File: config.mk
export PLATFORM = sky130hd
export DESIGN_NAME = srch_run_tracker
export DESIGN_NICKNAME = d
export VERILOG_FILES = /design/src/srch_pkg.sv /design/src/srch_run_tracker.sv
export SDC_FILE = /design/constraint.sdc
export NUM_CORES = 1
export LEC_CHECK = 0
export ABC_AREA = 1
export BUFFER_PORTS_ARGS = -buffer_cell sky130_fd_sc_hd__buf_2
export CORE_MARGIN = 2
export CORE_UTILIZATION = 59
export DETAILED_ROUTE_END_ITERATION = 10
export PLACE_DENSITY_LB_ADDON = 0.2
export RECOVER_POWER = 50
export SETUP_SLACK_MARGIN = 0.3
export SYNTH_ARGS = -nofsm -noshare
export SYNTH_HDL_FRONTEND = slang
export SYNTH_SLANG_ARGS = --single-unit
File: constraint.sdc
create_clock -name clk -period 3.99 [get_ports clk]
set_input_delay 0.399 -clock clk [delete_from_list [all_inputs] [get_ports clk]]
set_output_delay 0.399 -clock clk [all_outputs]
set_load 0.01 [all_outputs]
File: src/srch_pkg.sv
// ----------------------------------------------------------------------------
// srch_pkg
// Shared types and constants for the sorted run count histogram core.
// ----------------------------------------------------------------------------
package srch_pkg;

    // Fixed field widths
    localparam int FUNC_W = 2;
    localparam int IDX_W  = 8;
    localparam int DIST_W = 32;
    localparam int BIN_W  = 40;

    // Result queue geometry
    localparam int FIFO_DEPTH = 4;
    localparam int FIFO_AW    = 2;
    localparam int FIFO_CW    = 3;

    // Input item function codes
    typedef enum logic [FUNC_W-1:0] {
        FUNC_KEY   = 2'd0,
        FUNC_READ  = 2'd1,
        FUNC_CLEAR = 2'd2
    } func_t;

    // Result item kinds
    typedef enum logic {
        KIND_DISTINCT = 1'b0,
        KIND_BIN      = 1'b1
    } kind_t;

    // One result transaction
    typedef struct packed {
        kind_t              kind;
        logic [DIST_W-1:0]  distinct;
        logic [BIN_W-1:0]   bin;
    } result_t;

    // Run tracker status toward the top level
    typedef struct packed {
        logic inc0_valid;
        logic inc1_valid;
        logic done;
    } trk_stat_t;

    // Histogram unit control
    typedef struct packed {
        logic inc0_valid;
        logic inc1_valid;
        logic clear;
    } hist_ctl_t;

endpackage

File: src/srch_run_tracker.sv
// ----------------------------------------------------------------------------
// srch_run_tracker
// Tracks the open run and batch over the key stream; emits the bins of the
// runs that close on each key and the distinct count when a batch ends.
// ----------------------------------------------------------------------------
module srch_run_tracker
    import srch_pkg::*;
#(
    parameter int LENGTH_CAP = 255,
    parameter int KEY_BITS   = 42,
    parameter int LEN_W      = 8
)
(
    input  logic                clk,
    input  logic                rst_n,
    input  logic                key_valid,
    input  logic [KEY_BITS-1:0] key,
    input  logic                last,
    output trk_stat_t           stat,
    output logic [LEN_W-1:0]    inc0_bin,
    output logic [LEN_W-1:0]    inc1_bin,
    output logic [DIST_W-1:0]   distinct
);

    localparam logic [LEN_W-1:0] CAP = LEN_W'(LENGTH_CAP);

    logic [KEY_BITS-1:0] prev_key_reg, prev_key_next;
    logic [LEN_W-1:0]    run_len_reg, run_len_next;
    logic                in_batch_reg, in_batch_next;
    logic [DIST_W-1:0]   dist_reg, dist_next;

    logic [LEN_W-1:0]    mid_len;
    logic [DIST_W-1:0]   mid_dist;
    logic                close_a;
    logic                close_b;

    // Run and batch update for one key
    always_comb
    begin
        prev_key_next = prev_key_reg;
        mid_len       = run_len_reg;
        mid_dist      = dist_reg;
        in_batch_next = in_batch_reg;
        close_a       = 1'b0;
        close_b       = 1'b0;
        if (key_valid)
        begin
            if (!in_batch_reg)
            begin
                in_batch_next = 1'b1;
                mid_dist      = '0;
                prev_key_next = key;
                mid_len       = LEN_W'(1);
            end
            else if (key == prev_key_reg)
            begin
                if (run_len_reg < CAP)
                begin
                    mid_len = run_len_reg + LEN_W'(1);
                end
            end
            else
            begin
                close_a       = 1'b1;
                mid_dist      = (dist_reg == '1) ? dist_reg : dist_reg + DIST_W'(1);
                prev_key_next = key;
                mid_len       = LEN_W'(1);
            end
            close_b = last;
        end
        // batch end closes the final run
        distinct     = (mid_dist == '1) ? mid_dist : mid_dist + DIST_W'(1);
        run_len_next = mid_len;
        dist_next    = mid_dist;
        if (close_b)
        begin
            in_batch_next = 1'b0;
            run_len_next  = '0;
            dist_next     = '0;
        end
    end

    // Closed runs, first one in inc0
    assign stat.inc0_valid = close_a | close_b;
    assign stat.inc1_valid = close_a & close_b;
    assign stat.done       = close_b;
    assign inc0_bin        = close_a ? run_len_reg : mid_len;
    assign inc1_bin        = mid_len;

    // State registers
    always_ff @(posedge clk or negedge rst_n)
    begin
        if (!rst_n)
        begin
            prev_key_reg <= '0;
            run_len_reg  <= '0;
            in_batch_reg <= 1'b0;
            dist_reg     <= '0;
        end
        else
        begin
            prev_key_reg <= prev_key_next;
            run_len_reg  <= run_len_next;
            in_batch_reg <= in_batch_next;
            dist_reg     <= dist_next;
        end
    end

endmodule

==> reports/results.tsv <==
metric	value	unit
status	finished with violations	
CTS buffer count	9	
Pleak	4.70	nW
Final period util	0.901	
global-route wire length before repair	33500	um
H-tree depth	3	
worst hold-check path type	in2reg	
Wirelength per Cell	14.6	um
worst r2r path cells	12	
post-DR vias/cell	5.49	
Hold-fix buffers, CTS	0	
vias in the first global route	7253	
Tot GR Track Use	0.321	
nets	1368	
largest net degree at the start of global routing	62	
I/O pin cnt	97	
r2r setup slk	1.55	ns
Clock Skew	0.00944	ns
fmax	278	MHz
kind of critical path	reg2out	
post-route ant nets	0	
CP Capture Type	primary output	
Storage cell area	0.00208	mm^2
Overflow after GRT	0	
Syn Std Cell Area	0.00726	mm^2
r2r startpoint	prev_key_reg[2]	
layout cells sized above 1	0.264	
max FFs per register	42	
Area Growth Syn to Fin	21.0	%
reg2reg end	prev_key_reg[33]	
max_slew headroom	-0.929	
CTS Buffer Depth	2	
Yosys reg bits	83	
Startpoint Class	flip-flop	
via count	8076	
setup TNS	0	ns
# diodes	0	
TritonCTS clock tree	yes	
core area	0.0120	mm^2
Root Buffer Master	clkbuf_16	
area of the multi-input gates	0.00460	mm^2
Fill cells	1036	
Hold Vio Cnt, Final	0	
Period minus WS final	3.59	ns
Req. time, crit path	3.59	ns
Mean Syn Cell Area	6.16	um^2
maxcap violations	2	
Power, Total	0.00218	W
Worst Max-Slew Pin Slew	2.89	ns
power per standard cell area	248	mW/mm^2
RSZ-0062 raised after global routing	true	
Die Y	115	um
crit path max fanout	5	
die area	0.0132	mm^2
sequential share of the synthesized area	0.286	
die width	115	um
syn_nets	1227	
PortBufs	96	
Worst EP arrival	3.19	ns
Post-Route WL	21400	um
post-DP HPWL	15500	um
clk sinks	83	
post-synthesis cell type count	32	
initial core utilization	0.605	
setup violators final	0	
gpl congestion	0.985	
Max IR drop VDD	0.307	mV
critical path launch point	prev_key_reg[20]	
Critical Path End	distinct[16]	
clk slew on worst S/H paths	0.07	ns
DRC viols	0	
initial DRC count	860	
Slew Viols, Final	97	
clk_lat worst skew	0.35	ns
failing checks	capacitance limit, slew limit	
row count	40	
Mapped Cells	1178	
1st-pass router iterations	6	
yosys warns	0	
initial antenna violation count	0	
synthesized netlist by cell type (all sizes together):
cell | n | share of area
nand4 | 32 | 0.028
or2 | 4 | 0.0034
o211ai | 2 | 0.0021
clkbuf | 12 | 0.0062
a21oi | 19 | 0.013
nor2 | 200 | 0.12
nand2 | 410 | 0.22
dfrtp | 83 | 0.29
nor3 | 10 | 0.0084
and2 | 1 | 0.0012
o21ai | 40 | 0.028
buf | 20 | 0.023
nand3 | 141 | 0.13
clkinv | 4 | 0.0021
inv | 167 | 0.086
ha | 3 | 0.0052
xnor2 | 23 | 0.028
xor2 | 5 | 0.0060
nor4 | 2 | 0.0017
report_power, final:
part	switching (W)	total (W)	leakage (nW)	internal [W]
combinational	0.000254	0.000410	3.50	0.000156
sequential	0.0000429	0.000935	1.06	0.000892
clock	0.000353	0.000835	0.141	0.000482
layout by cell type (no fill, tap or decap), types with 38 or more instances in the layout:
cell type,count
nor2_2,38
dfrtp_1,77
inv_1,149
buf_2,95
nand2_1,384
buf_4,60
nand3_1,94
nand3_2,43
nor2_1,138
o21ai_0,40
worst min path at each step:
stage / start / endpoint / slack, ns / cells past startpoint
after floorplan: rst_n / dist_reg[0] / 0.10 / 0
after global placement: prev_key_reg[37] / prev_key_reg[37] / 0.47 / 2
after detailed placement: prev_key_reg[29] / prev_key_reg[29] / 0.48 / 2
after CTS: rst_n / prev_key_reg[11] / 0.12 / 1
after global routing: key[32] / prev_key_reg[32] / 0.29 / 3
final: key[27] / prev_key_reg[27] / 0.27 / 3
cell type report:
cell class	instances	share of cell area
tap	147	0.0209
timing repair buffer	161	0.111
multi-input combinational	893	0.524
clock buffer	9	0.0256
sequential	83	0.237
inverter	171	0.0734
clock inverter	7	0.00783
critical path, stage by stage (launching register included):
cell and delay, ns:
dfrtp_1 0.40, inv_1 0.07, nand2_1 0.06, nand2_1 0.05, nor2_1 0.15, nand2_1 0.07, nor2_1 0.13, nand2_1 0.07
nor2_1 0.23, nand3_1 0.12, nand3_1 0.12, nand2_2 0.08, nand2_2 0.12, inv_2 0.06, ha_2 0.18, nand3_2 0.11
inv_4 0.06, nand2_4 0.12, nor2_8 0.05, buf_4 0.14, or2_2 0.28, nand3_2 0.06, buf_2 0.12
metrics by stage:
stage	area, um^2	instances	setup WS [ns]	hold slack, ns	utilization
6_report	8780	1471	0.397	0.274	0.731
5_1_grt	8780	1471	0.230	0.292	0.731
4_1_cts	8400	1448	0.306	0.119	0.700
3_5_place_dp	7930	1416	0.127	0.479	0.660
3_3_place_gp	7930	1416	0.148	0.473	0.660
2_1_floorplan	7260	1178	0.869	0.103	-
routing by layer:
layer | global-route usage | routed length (um)
met1 | 0.420 | 8720
met2 | 0.514 | 10100
met3 | 0.0517 | 1730
met4 | 0.168 | 926
met5 | 0 | 0
what timing repair did:
action | 4_1_cts | 5_1_grt
resized for setup | 18 | 62
endpoints found under the hold margin | 0 | 0
setup buffers | 16 | 22
pin swaps | 7 | 35
gates cloned | 0 | 1
setup endpoints to repair | 32 | 32
cell families (layout without fill, tap and decap cells):
kind of cell,Yosys count,in the layout,synth area share
adder cells (fa/ha/maj),3,3,0.00517
AND/OR/NAND/NOR,800,801,0.515
buffers and inverters,203,348,0.117
XOR/XNOR,28,28,0.0338
flip-flops,83,83,0.286
AO/OA/AOI/OAI,61,61,0.0427
Note: power is estimated with default switching activity, not from simulation.
