File: config.mk
export PLATFORM = sky130hd
export DESIGN_NAME = srch_result_fifo
export DESIGN_NICKNAME = d
export VERILOG_FILES = /design/src/srch_pkg.sv /design/src/srch_result_fifo.sv
export SDC_FILE = /design/constraint.sdc
export NUM_CORES = 1
export LEC_CHECK = 0
export ABC_AREA = 0
export BUFFER_PORTS_ARGS = -buffer_cell sky130_fd_sc_hd__buf_2
export CORE_MARGIN = 5
export CORE_UTILIZATION = 55
export CTS_BUF_LIST = sky130_fd_sc_hd__clkbuf_16
export DETAILED_ROUTE_END_ITERATION = 10
export HOLD_SLACK_MARGIN = 0.08
export PLACE_DENSITY_LB_ADDON = 0.3
export SLEW_MARGIN = 10
export SYNTH_ARGS = -nofsm -noshare
export SYNTH_HDL_FRONTEND = slang
export SYNTH_SLANG_ARGS = --single-unit
export TNS_END_PERCENT = 10
File: constraint.sdc
create_clock -name clk -period 5.7 [get_ports clk]
set_input_delay 0 -clock clk [delete_from_list [all_inputs] [get_ports clk]]
set_output_delay 0 -clock clk [all_outputs]
set_load 0.05 [all_outputs]
File: src/srch_pkg.sv
// ----------------------------------------------------------------------------
// srch_pkg
// Shared types and constants for the sorted run count histogram core.
// ----------------------------------------------------------------------------
package srch_pkg;

    // Fixed field widths
    localparam int FUNC_W = 2;
    localparam int IDX_W  = 8;
    localparam int DIST_W = 32;
    localparam int BIN_W  = 40;

    // Result queue geometry
    localparam int FIFO_DEPTH = 4;
    localparam int FIFO_AW    = 2;
    localparam int FIFO_CW    = 3;

    // Input item function codes
    typedef enum logic [FUNC_W-1:0] {
        FUNC_KEY   = 2'd0,
        FUNC_READ  = 2'd1,
        FUNC_CLEAR = 2'd2
    } func_t;

    // Result item kinds
    typedef enum logic {
        KIND_DISTINCT = 1'b0,
        KIND_BIN      = 1'b1
    } kind_t;

    // One result transaction
    typedef struct packed {
        kind_t              kind;
        logic [DIST_W-1:0]  distinct;
        logic [BIN_W-1:0]   bin;
    } result_t;

    // Run tracker status toward the top level
    typedef struct packed {
        logic inc0_valid;
        logic inc1_valid;
        logic done;
    } trk_stat_t;

    // Histogram unit control
    typedef struct packed {
        logic inc0_valid;
        logic inc1_valid;
        logic clear;
    } hist_ctl_t;

endpackage

File: src/srch_result_fifo.sv
// ----------------------------------------------------------------------------
// srch_result_fifo
// Small result queue that decouples the pipeline from the output stall.
// ----------------------------------------------------------------------------
module srch_result_fifo
    import srch_pkg::*;
(
    input  logic               clk,
    input  logic               rst_n,
    input  logic               push,
    input  result_t            push_data,
    input  logic               out_stall,
    output logic               out_valid,
    output result_t            head,
    output logic [FIFO_CW-1:0] count
);

    result_t              entry_reg [FIFO_DEPTH];
    logic [FIFO_AW-1:0]   wr_ptr_reg;
    logic [FIFO_AW-1:0]   rd_ptr_reg;
    logic [FIFO_CW-1:0]   count_reg, count_next;
    logic                 pop;

    assign out_valid  = (count_reg != '0);
    assign pop        = out_valid & ~out_stall;
    assign head       = entry_reg[rd_ptr_reg];
    assign count      = count_reg;
    assign count_next = count_reg + FIFO_CW'(push) - FIFO_CW'(pop);

    // Entry storage
    always_ff @(posedge clk)
    begin
        if (push)
        begin
            entry_reg[wr_ptr_reg] <= push_data;
        end
    end

    // Pointers and fill level
    always_ff @(posedge clk or negedge rst_n)
    begin
        if (!rst_n)
        begin
            wr_ptr_reg <= '0;
            rd_ptr_reg <= '0;
            count_reg  <= '0;
        end
        else
        begin
            if (push)
            begin
                wr_ptr_reg <= wr_ptr_reg + FIFO_AW'(1);
            end
            if (pop)
            begin
                rd_ptr_reg <= rd_ptr_reg + FIFO_AW'(1);
            end
            count_reg <= count_next;
        end
    end

`ifndef SYNTHESIS
    // Upstream credit check keeps the queue from overflowing
    assert property (@(posedge clk) disable iff (!rst_n)
        (push && !pop) |-> (count_reg != FIFO_CW'(FIFO_DEPTH)))
        else $error("fifo: push into full queue");
`endif

endmodule

==> results of run 1 <==
synthesized netlist by cell type:
cell / number
and2_1: 4
buf_2: 7
buf_4: 2
buf_6: 6
clkbuf_1: 1
dfrtp_1: 7
edfxtp_1: 292
fa_1: 1
ha_1: 6
inv_1: 7
mux4_2: 73
nand2_1: 1
nor2_1: 1
nor3_1: 1
nor3b_2: 1
o21ai_0: 1
xnor2_1: 2
xor2_1: 3
power by group through the flow:
stage	sequential (mW)	clock (mW)	combinational (mW)
after floorplan	3.05	0	2.38
after global placement	3.24	0	2.76
after detailed placement	3.27	0	2.77
after CTS	3.22	1.88	2.82
after global routing	3.27	1.97	2.92
final	3.20	1.84	2.78
worst max-delay path by stage:
stage	startpoint	end	slack [ns]	cells after the start
CTS	rd_ptr_reg[0]	head[52]	2.50	3
detailed placement	rd_ptr_reg[0]	head[63]	3.08	3
floorplan	wr_ptr_reg[0]	entry_reg[0][0]	2.93	3
global placement	rd_ptr_reg[0]	head[65]	3.10	3
global route	rd_ptr_reg[0]	head[52]	2.35	3
finish	rd_ptr_reg[0]	head[52]	2.67	3
final cells by class:
type	count	area share, %
Clock inverter	21	1.42
Timing Repair Buffer	231	11.3
Sequential cell	299	65.7
Inverter	7	0.193
Clock buffer	29	5.33
Tap cell	265	2.43
Multi-Input combinational cell	94	13.6
what timing repair did:
| item | in CTS | in global routing |
|---|---|---|
| endpoints found under the hold margin | 305 | 0 |
| hold buffers | 77 | 0 |
| setup buffers | 0 | 0 |
through the flow:
stage               total power [mW]  hold WS [ns]  instance area (sq um)  util, %  setup slack (ns)
finish                          7.82         0.221                  13600     69.8              2.67
global route                    8.16         0.204                  13600     69.8              2.35
CTS                             7.92         0.191                  13600     69.8              2.50
detailed placement              6.04        -0.154                  11900     61.1              3.08
global placement                5.99        -0.165                  11900     61.1              3.10
floorplan                       5.43        -0.296                  10900        -              2.93
routing by layer:
metal	up-vias	global-route usage (%)	wire length (microns)
li1	2275	-	-
met1	2641	24.8	8180
met2	139	30.1	10000
met3	34	3.05	981
met4	0	3.90	399
met5	-	0	0
layout by cell type (no fill, tap or decap), drive strengths merged:
cell,synthesis,routed
mux4,73,73
dlygate4sd3,0,77
ha,6,6
clkinv,0,10
nor3,1,1
nor2,1,1
edfxtp,292,292
fa,1,1
nor3b,1,1
and2,4,4
clkbuf,1,29
buf,15,154
dfrtp,7,7
inv,7,13
o21ai,1,1
bufinv,0,4
xnor2,2,2
xor2,3,3
nand2,1,1
clkinvlp,0,1
kinds of logic after synthesis:
group / Yosys count / synth area share, %
flops: 299 / 81.8
mux: 73 / 15.0
xor+xnor: 5 / 0.401
fa+ha+maj: 7 / 0.870
compound gates: 1 / 0.0457
simple gates: 8 / 0.458
buf+inv: 23 / 1.35
==> results.toml, run 1 <==
[run_status]
status = "completed"

[floorplan]
die_h_microns = 151
rows = 51
initial_core_util_pct = 56.0
design.portCount = 154
core_sq_mm = 0.0195
die-area_sq_mm = 0.0228
die_x_microns = 151

[power_and_ir_drop]
ir_drop_mv = 0.611
power_leakage_nw = 4.76
p_sw_share_pct = 37.8
p_comb_share_pct = 35.5
p_clk_share_pct = 23.5
p_switching_mw = 2.95
pwr-share-seq_pct = 41.0
p_per_area_mw_per_mm2 = 574
internal_power_mw = 4.87

[yosys]
syn_nets = 500
yosysTopAreaCellShare_pct = 80.2
postSynthAreaPerCell_sq_um = 26.3
syn-cell-area_sq_mm = 0.0109
ys_seq_area_share_pct = 81.8
synth_top_area_cell = "edfxtp_1"
synth_cells = 416
ys.warnings.count = 0
ys_ff_latch = 299
synth_area_leaders = "edfxtp_1 80%, mux4_2 15%, dfrtp_1 1.6%"
ys_types = 18

[final_layout]
nets = 746
regArea_sq_mm = 0.00895
area_delta_synth_final_pct = 24.6
largest_register_ffs = 292
num_antenna_cells = 0
multi_input_area_sq_mm = 0.00185
fillCellCount = 1232
final_layout_size_suffix_gt1_share_pct = 40.1
finalNonFillerCells = 946

[route]
drtPass1Iterations = 6
num_vias = 5089
vias_per_cell = 5.38
finalWirelength_microns = 19600
routedWlPerCell_microns = 20.7
ant_nets = 0
drcViolationCount = 0
drt-initial-drc-count = 312

[clock_network]
cts_inserted_buffers = 29
htreeDepth = 1
clock_sinks = 299
cts_root_buf = "clkbuf_16"
cts_buffer_depth = 3
cts_resized = 0
clk_pin_slew_ns = 0.06
tritoncts = "done"
insertion_delay_ns = 0.53

[grt]
grt_pass1_wl_microns = 30800
track_usage_pct = 17.8
grt_max_degree = 75
overflow = 0
grt_pass1_vias = 5581
antenna_found_initial = 0

[place]
io_buffers = 153
gp_congestion = 0.727
post-place-cells = 819
hpwl_microns = 10800

[timing]
min_period_ns = 3.03
fmax_mhz = 330
rsz0062_at_grt = "no"
fin_crit_sh_pct = 53.2
fin_tns_setup_ns = 0
final.setup_skew_ns = 0.0131
worst_pin_slew_ns = 1.14
max_slew_margin_pct = 23.9
setup_violations = 0
maxSlewViolCount = 0
finalHoldViolCount = 0

[min_path]
worstHoldStart = "push_data[67]"
hold-path-cell-count = 2
hold_path_class = "input pin to register"
min_to = "entry_reg[0][67]"

[worst_setup_path]
critPathBufInv = 2
r2r-end = "count[2]"
path_delay_family = "flip-flops"
worstPathArrival_ns = 3.03
timing.rr.start = "count[1]"
critPathSlowestCell = "dfrtp_4"
critPathLaunchType = "register"
ff2ff_path_depth = 8
cp-end-kind = "output port"
cpPeakStageDelay_ns = 1.11
crit_chain = "buf_4 -> mux4_2 -> buf_2"
rrSetupSlack_ns = 3.46
path_max_fanout = 52
criticalPathCategory = "register to output port"
critPathRequiredTime_ns = 5.70

[flow_run]
cap_violations = 0
No activity file was read; power rests on OpenSTA's default activity.
==> run 2, diff against run 1 <==
CORE_UTILIZATION = 51   (was 55)
clock period = 2.76 ns   (was 5.7 ns; I/O delays follow)
==> run 2 against run 1 <==
Net effect:
- critical path depth is the same
- hold slack lost 0.0080 ns
- global-route usage shrank 1.2 points
- sequential share of layout area shrank 0.94 points
- largest power group unchanged
==> results.toml, run 2 (synthesis results as in run 1) <==
[floorplan]
initial_core_util_pct = 51.8
die_h_microns = 156
rows = 53
die-area_sq_mm = 0.0245
design.portCount = 154
die_x_microns = 156
core_sq_mm = 0.0211

[grt]
use_met2_pct = 28.2
overflow = 0
antenna_found_initial = 1
grt_use_met3_pct = 3.15
grt_pass1_vias = 5626
grtUsageMet1_pct = 22.5
grt_max_degree = 47
grt.busiest_layer = "met2"
grt_pass1_wl_microns = 31200
track_usage_pct = 16.6

[final_layout]
fin_util_pct = 65.5
final_cell_mix = "292 x edfxtp_1, 153 x buf_2, 77 x dlygate4sd3_1"
area_delta_synth_final_pct = 26.4
multi_input_area_sq_mm = 0.00185
final_layout_size_suffix_gt1_share_pct = 40.3
fillCellCount = 1423
nets = 757
regArea_sq_mm = 0.00895
largest_register_ffs = 292
final_common_cell = "edfxtp_1"

[route]
routedWlPerCell_microns = 20.5
vias_per_cell = 5.35
drtPass1Iterations = 4
finalWirelength_microns = 19900
ant_nets = 0
drcViolationCount = 0
drt-initial-drc-count = 349
num_vias = 5192

[worst_setup_path]
critPathSlowestCell = "dfrtp_4"
critPathLaunchType = "register"
r2r-end = "count[2]"
cp-end-kind = "output port"
criticalPathCategory = "register to output port"
crit_chain = "buf_12 -> mux4_2 -> buf_2"
cpPeakStageDelay_ns = 0.69
path_max_fanout = 29
critPathRequiredTime_ns = 2.76
rrSetupSlack_ns = 0.49
timing.rr.start = "count[1]"
worstPathArrival_ns = 2.37
ff2ff_path_depth = 8

[clock_network]
clock_sinks = 299
cts_inserted_buffers = 30
insertion_delay_ns = 0.53
cts_root_buf = "clkbuf_16"
cts_buffer_depth = 3
htreeDepth = 1
tritoncts = "done"
clk_pin_slew_ns = 0.06

[min_path]
hold-path-cell-count = 2
min_to = "entry_reg[0][6]"
worstHoldStart = "push_data[6]"
hold_path_class = "input pin to register"

[timing]
rsz0062_at_grt = "no"
fin_tns_setup_ns = 0
worst_pin_slew_ns = 0.485
finalHoldViolCount = 0
final.setup_skew_ns = 0.00763
max_slew_margin_pct = 67.7
fin_crit_sh_pct = 86.0
setup_violations = 0
fmax_mhz = 421
min_period_ns = 2.37
maxSlewViolCount = 0

[power_and_ir_drop]
power_leakage_nw = 4.86
p_clk_share_pct = 23.3
pwr-share-seq_pct = 38.7
p_per_area_mw_per_mm2 = 1180
ir_drop_mv = 0.856
p_switching_mw = 6.15
internal_power_mw = 10.2
p_sw_share_pct = 37.7
p_comb_share_pct = 38.0

[flow_run]
cap_violations = 0

[place]
gp_congestion = 0.723
hpwl_microns = 12000
io_buffers = 153

[run_status]
status = "completed"
run 2: worst max path at each step:
stage / from / to / slack, ns
floorplan: wr_ptr_reg[0] / entry_reg[2][0] / -0.006
detailed placement: count[1] / count[2] / 0.48
finish: rd_ptr_reg[0] / head[1] / 0.39
global route: rd_ptr_reg[0] / head[3] / 0.23
CTS: rd_ptr_reg[0] / head[1] / 0.30
global placement: count[1] / count[2] / 0.65
run 2: per-stage QoR:
step,power (mW),instances,area [sq um],setup WS (ns),hold WS [ns]
6_report,16.3,970,13800,0.386,0.213
3_5_place_dp,12.7,839,12100,0.475,-0.160
5_1_grt,17.1,970,13800,0.230,0.207
2_1_floorplan,11.2,416,10900,-0.00635,-0.296
4_1_cts,16.6,969,13800,0.304,0.186
3_3_place_gp,12.6,839,12100,0.646,-0.167
run 2: routing by layer:
| layer | routed length [microns] | vias to the layer above |
|---|---|---|
| met4 | 481 | 0 |
| li1 | - | 2299 |
| met1 | 8160 | 2714 |
| met2 | 10200 | 144 |
| met3 | 1100 | 35 |
| met5 | 0 | - |
run 2: layout make-up:
class	instances	share of cell area (%)
Antenna cell	1	0.0181
Clock buffer	31	5.61
Clock inverter	22	1.19
Inverter	7	0.190
Multi-Input combinational cell	94	13.4
Sequential cell	299	64.8
Tap cell	275	2.49
Timing Repair Buffer	241	12.4
run 2: power by group through the flow:
stage	logic [mW]	clock network (mW)	registers, mW
after global placement	6.20	0	6.36
after floorplan	4.92	0	6.29
after detailed placement	6.24	0	6.44
final	6.21	3.81	6.32
after global routing	6.53	4.13	6.41
after CTS	6.34	3.90	6.35
run 2: worst max-delay path: cells and delay by family, from the launching register on:
kind	cells	cell delay, ns
buffers and inverters	2	0.54
multiplexers	1	0.58
flip-flops	1	0.69
run 2: timing repair:
action                    in CTS  in global routing
hold endpoints to repair     373                  0
setup buffers                  0                  0
hold buffers                  77                  0
gates resized for setup        0                  0
==> run 3, diff against run 2 <==
MAX_ROUTING_LAYER = met4   (was unset)
==> run 3 against run 2 <==
Net effect:
- count of clock-buffer cells in the layout is the same
- critical endpoint unchanged
- sequential power about the same
- via count down 0.23%
- maximum frequency grew 0.29%
- power hardly changed
- critical path depth unchanged
- highest routed layer unchanged
==> results.toml, run 3 (synthesis results as in run 1) <==
[grt]
grtUsageMet1_pct = 22.6
overflow = 0
grt_pass1_vias = 5640
antenna_found_initial = 1
grt_pass1_wl_microns = 31200
grt_use_met3_pct = 2.82
grt.busiest_layer = "met2"
track_usage_pct = 17.1
use_met2_pct = 28.3
grt_max_degree = 47

[floorplan]
initial_core_util_pct = 51.8
core_sq_mm = 0.0211
design.portCount = 154
rows = 53
die_h_microns = 156
die_x_microns = 156
die-area_sq_mm = 0.0245

[power_and_ir_drop]
p_comb_share_pct = 38.0
p_switching_mw = 6.16
ir_drop_mv = 0.855
power_leakage_nw = 4.86
p_per_area_mw_per_mm2 = 1180
p_sw_share_pct = 37.7
pwr-share-seq_pct = 38.6
fin_total_pwr_mw = 16.3
internal_power_mw = 10.2
p_clk_share_pct = 23.3

[place]
io_buffers = 153
hpwl_microns = 12000
place_ws_ns = 0.475
gp_congestion = 0.731

[min_path]
hold_path_class = "input pin to register"

[worst_setup_path]
critPathRequiredTime_ns = 2.76
cpPeakStageDelay_ns = 0.69
critPathLaunchType = "register"
critPathBufInv = 2
critPathSlowestCell = "dfrtp_4"
criticalPathCategory = "register to output port"
rrSetupSlack_ns = 0.49
cp-end-kind = "output port"
path_max_fanout = 29
worstPathArrival_ns = 2.37
path_delay_family = "flip-flops"
crit_chain = "buf_12 -> mux4_2 -> buf_2"

[timing]
setup_slack_ns = 0.393
final.setup_skew_ns = 0.00679
min_period_ns = 2.37
maxSlewViolCount = 0
worst_pin_slew_ns = 0.481
setup_violations = 0
rsz0062_at_grt = "no"
fin_crit_sh_pct = 85.8
finalHoldViolCount = 0
max_slew_margin_pct = 67.9
fmax_mhz = 422

[route]
num_vias = 5180
drcViolationCount = 0
ant_nets = 0
vias_per_cell = 5.34
drtPass1Iterations = 4
routedWlPerCell_microns = 20.5
drt-initial-drc-count = 328
finalWirelength_microns = 19900

[clock_network]
clock_sinks = 299
cts_buffer_depth = 3
tritoncts = "done"
insertion_delay_ns = 0.53
cts_inserted_buffers = 30
cts_root_buf = "clkbuf_16"
htreeDepth = 1
post-cts-setup-buffer-count = 0
clk_pin_slew_ns = 0.06

[final_layout]
fillCellCount = 1423
nets = 757
area_delta_synth_final_pct = 26.4
final_common_cell = "edfxtp_1"
largest_register_ffs = 292
final_layout_size_suffix_gt1_share_pct = 40.3
final_cell_mix = "292 x edfxtp_1, 153 x buf_2, 77 x dlygate4sd3_1"

[flow_run]
cap_violations = 0

[run_status]
status = "completed"
run 3: cell counts in the layout (fill, tap and decap cells not counted):
Identical to the previous run, type by type.
run 3: repair_timing:
item	CTS	global route
hold buffers	77	0
hold endpoints to repair	373	0
resized for setup	0	0
run 3: worst paths after layout:
| kind | end | cells after the start | startpoint |
|---|---|---|---|
| worst max-delay path | head[1] | 3 | rd_ptr_reg[0] |
| worst min-delay path | entry_reg[0][6] | 2 | push_data[6] |
| worst max register to register | count[2] | 8 | count[1] |
| worst min register to register | wr_ptr_reg[0] | 1 | wr_ptr_reg[0] |
| max in group asynchronous | rd_ptr_reg[1] | 3 | rst_n |
| min in group asynchronous | count[2] | 3 | rst_n |
run 3: metal layers:
layer | routed length, microns | up-vias
li1 | - | 2298
met1 | 8280 | 2707
met2 | 10200 | 138
met3 | 995 | 37
met4 | 459 | 0
met5 | 0 | -
run 3: cell type report:
cell class / count / area (sq um) / share of cell area (%)
clock buffers: 31 / 776 / 5.61
flip-flops and latches: 299 / 8950 / 64.8
repair buffers: 241 / 1710 / 12.4
diodes: 1 / 2.50 / 0.0181
inverters: 7 / 26.3 / 0.190
clock inverters: 22 / 164 / 1.19
well taps: 275 / 344 / 2.49
multi-input cells: 94 / 1850 / 13.4
run 3: power by group through the flow:
stage / logic (mW) / clock network, mW / registers [mW]
2_1_floorplan: 4.92 / 0 / 6.29
3_3_place_gp: 6.20 / 0 / 6.36
3_5_place_dp: 6.24 / 0 / 6.44
4_1_cts: 6.34 / 3.90 / 6.35
5_1_grt: 6.53 / 4.13 / 6.41
6_report: 6.21 / 3.81 / 6.32
run 3: through the flow:
step / instances / hold WS (ns) / utilization, % / setup TNS, ns / instance area [sq um]
global placement: 839 / -0.167 / 57.4 / 0 / 12100
CTS: 969 / 0.186 / 65.5 / 0 / 13800
floorplan: 416 / -0.296 / - / -0.464 / 10900
detailed placement: 839 / -0.160 / 57.4 / 0 / 12100
finish: 970 / 0.214 / 65.5 / 0 / 13800
global route: 970 / 0.207 / 65.5 / 0 / 13800
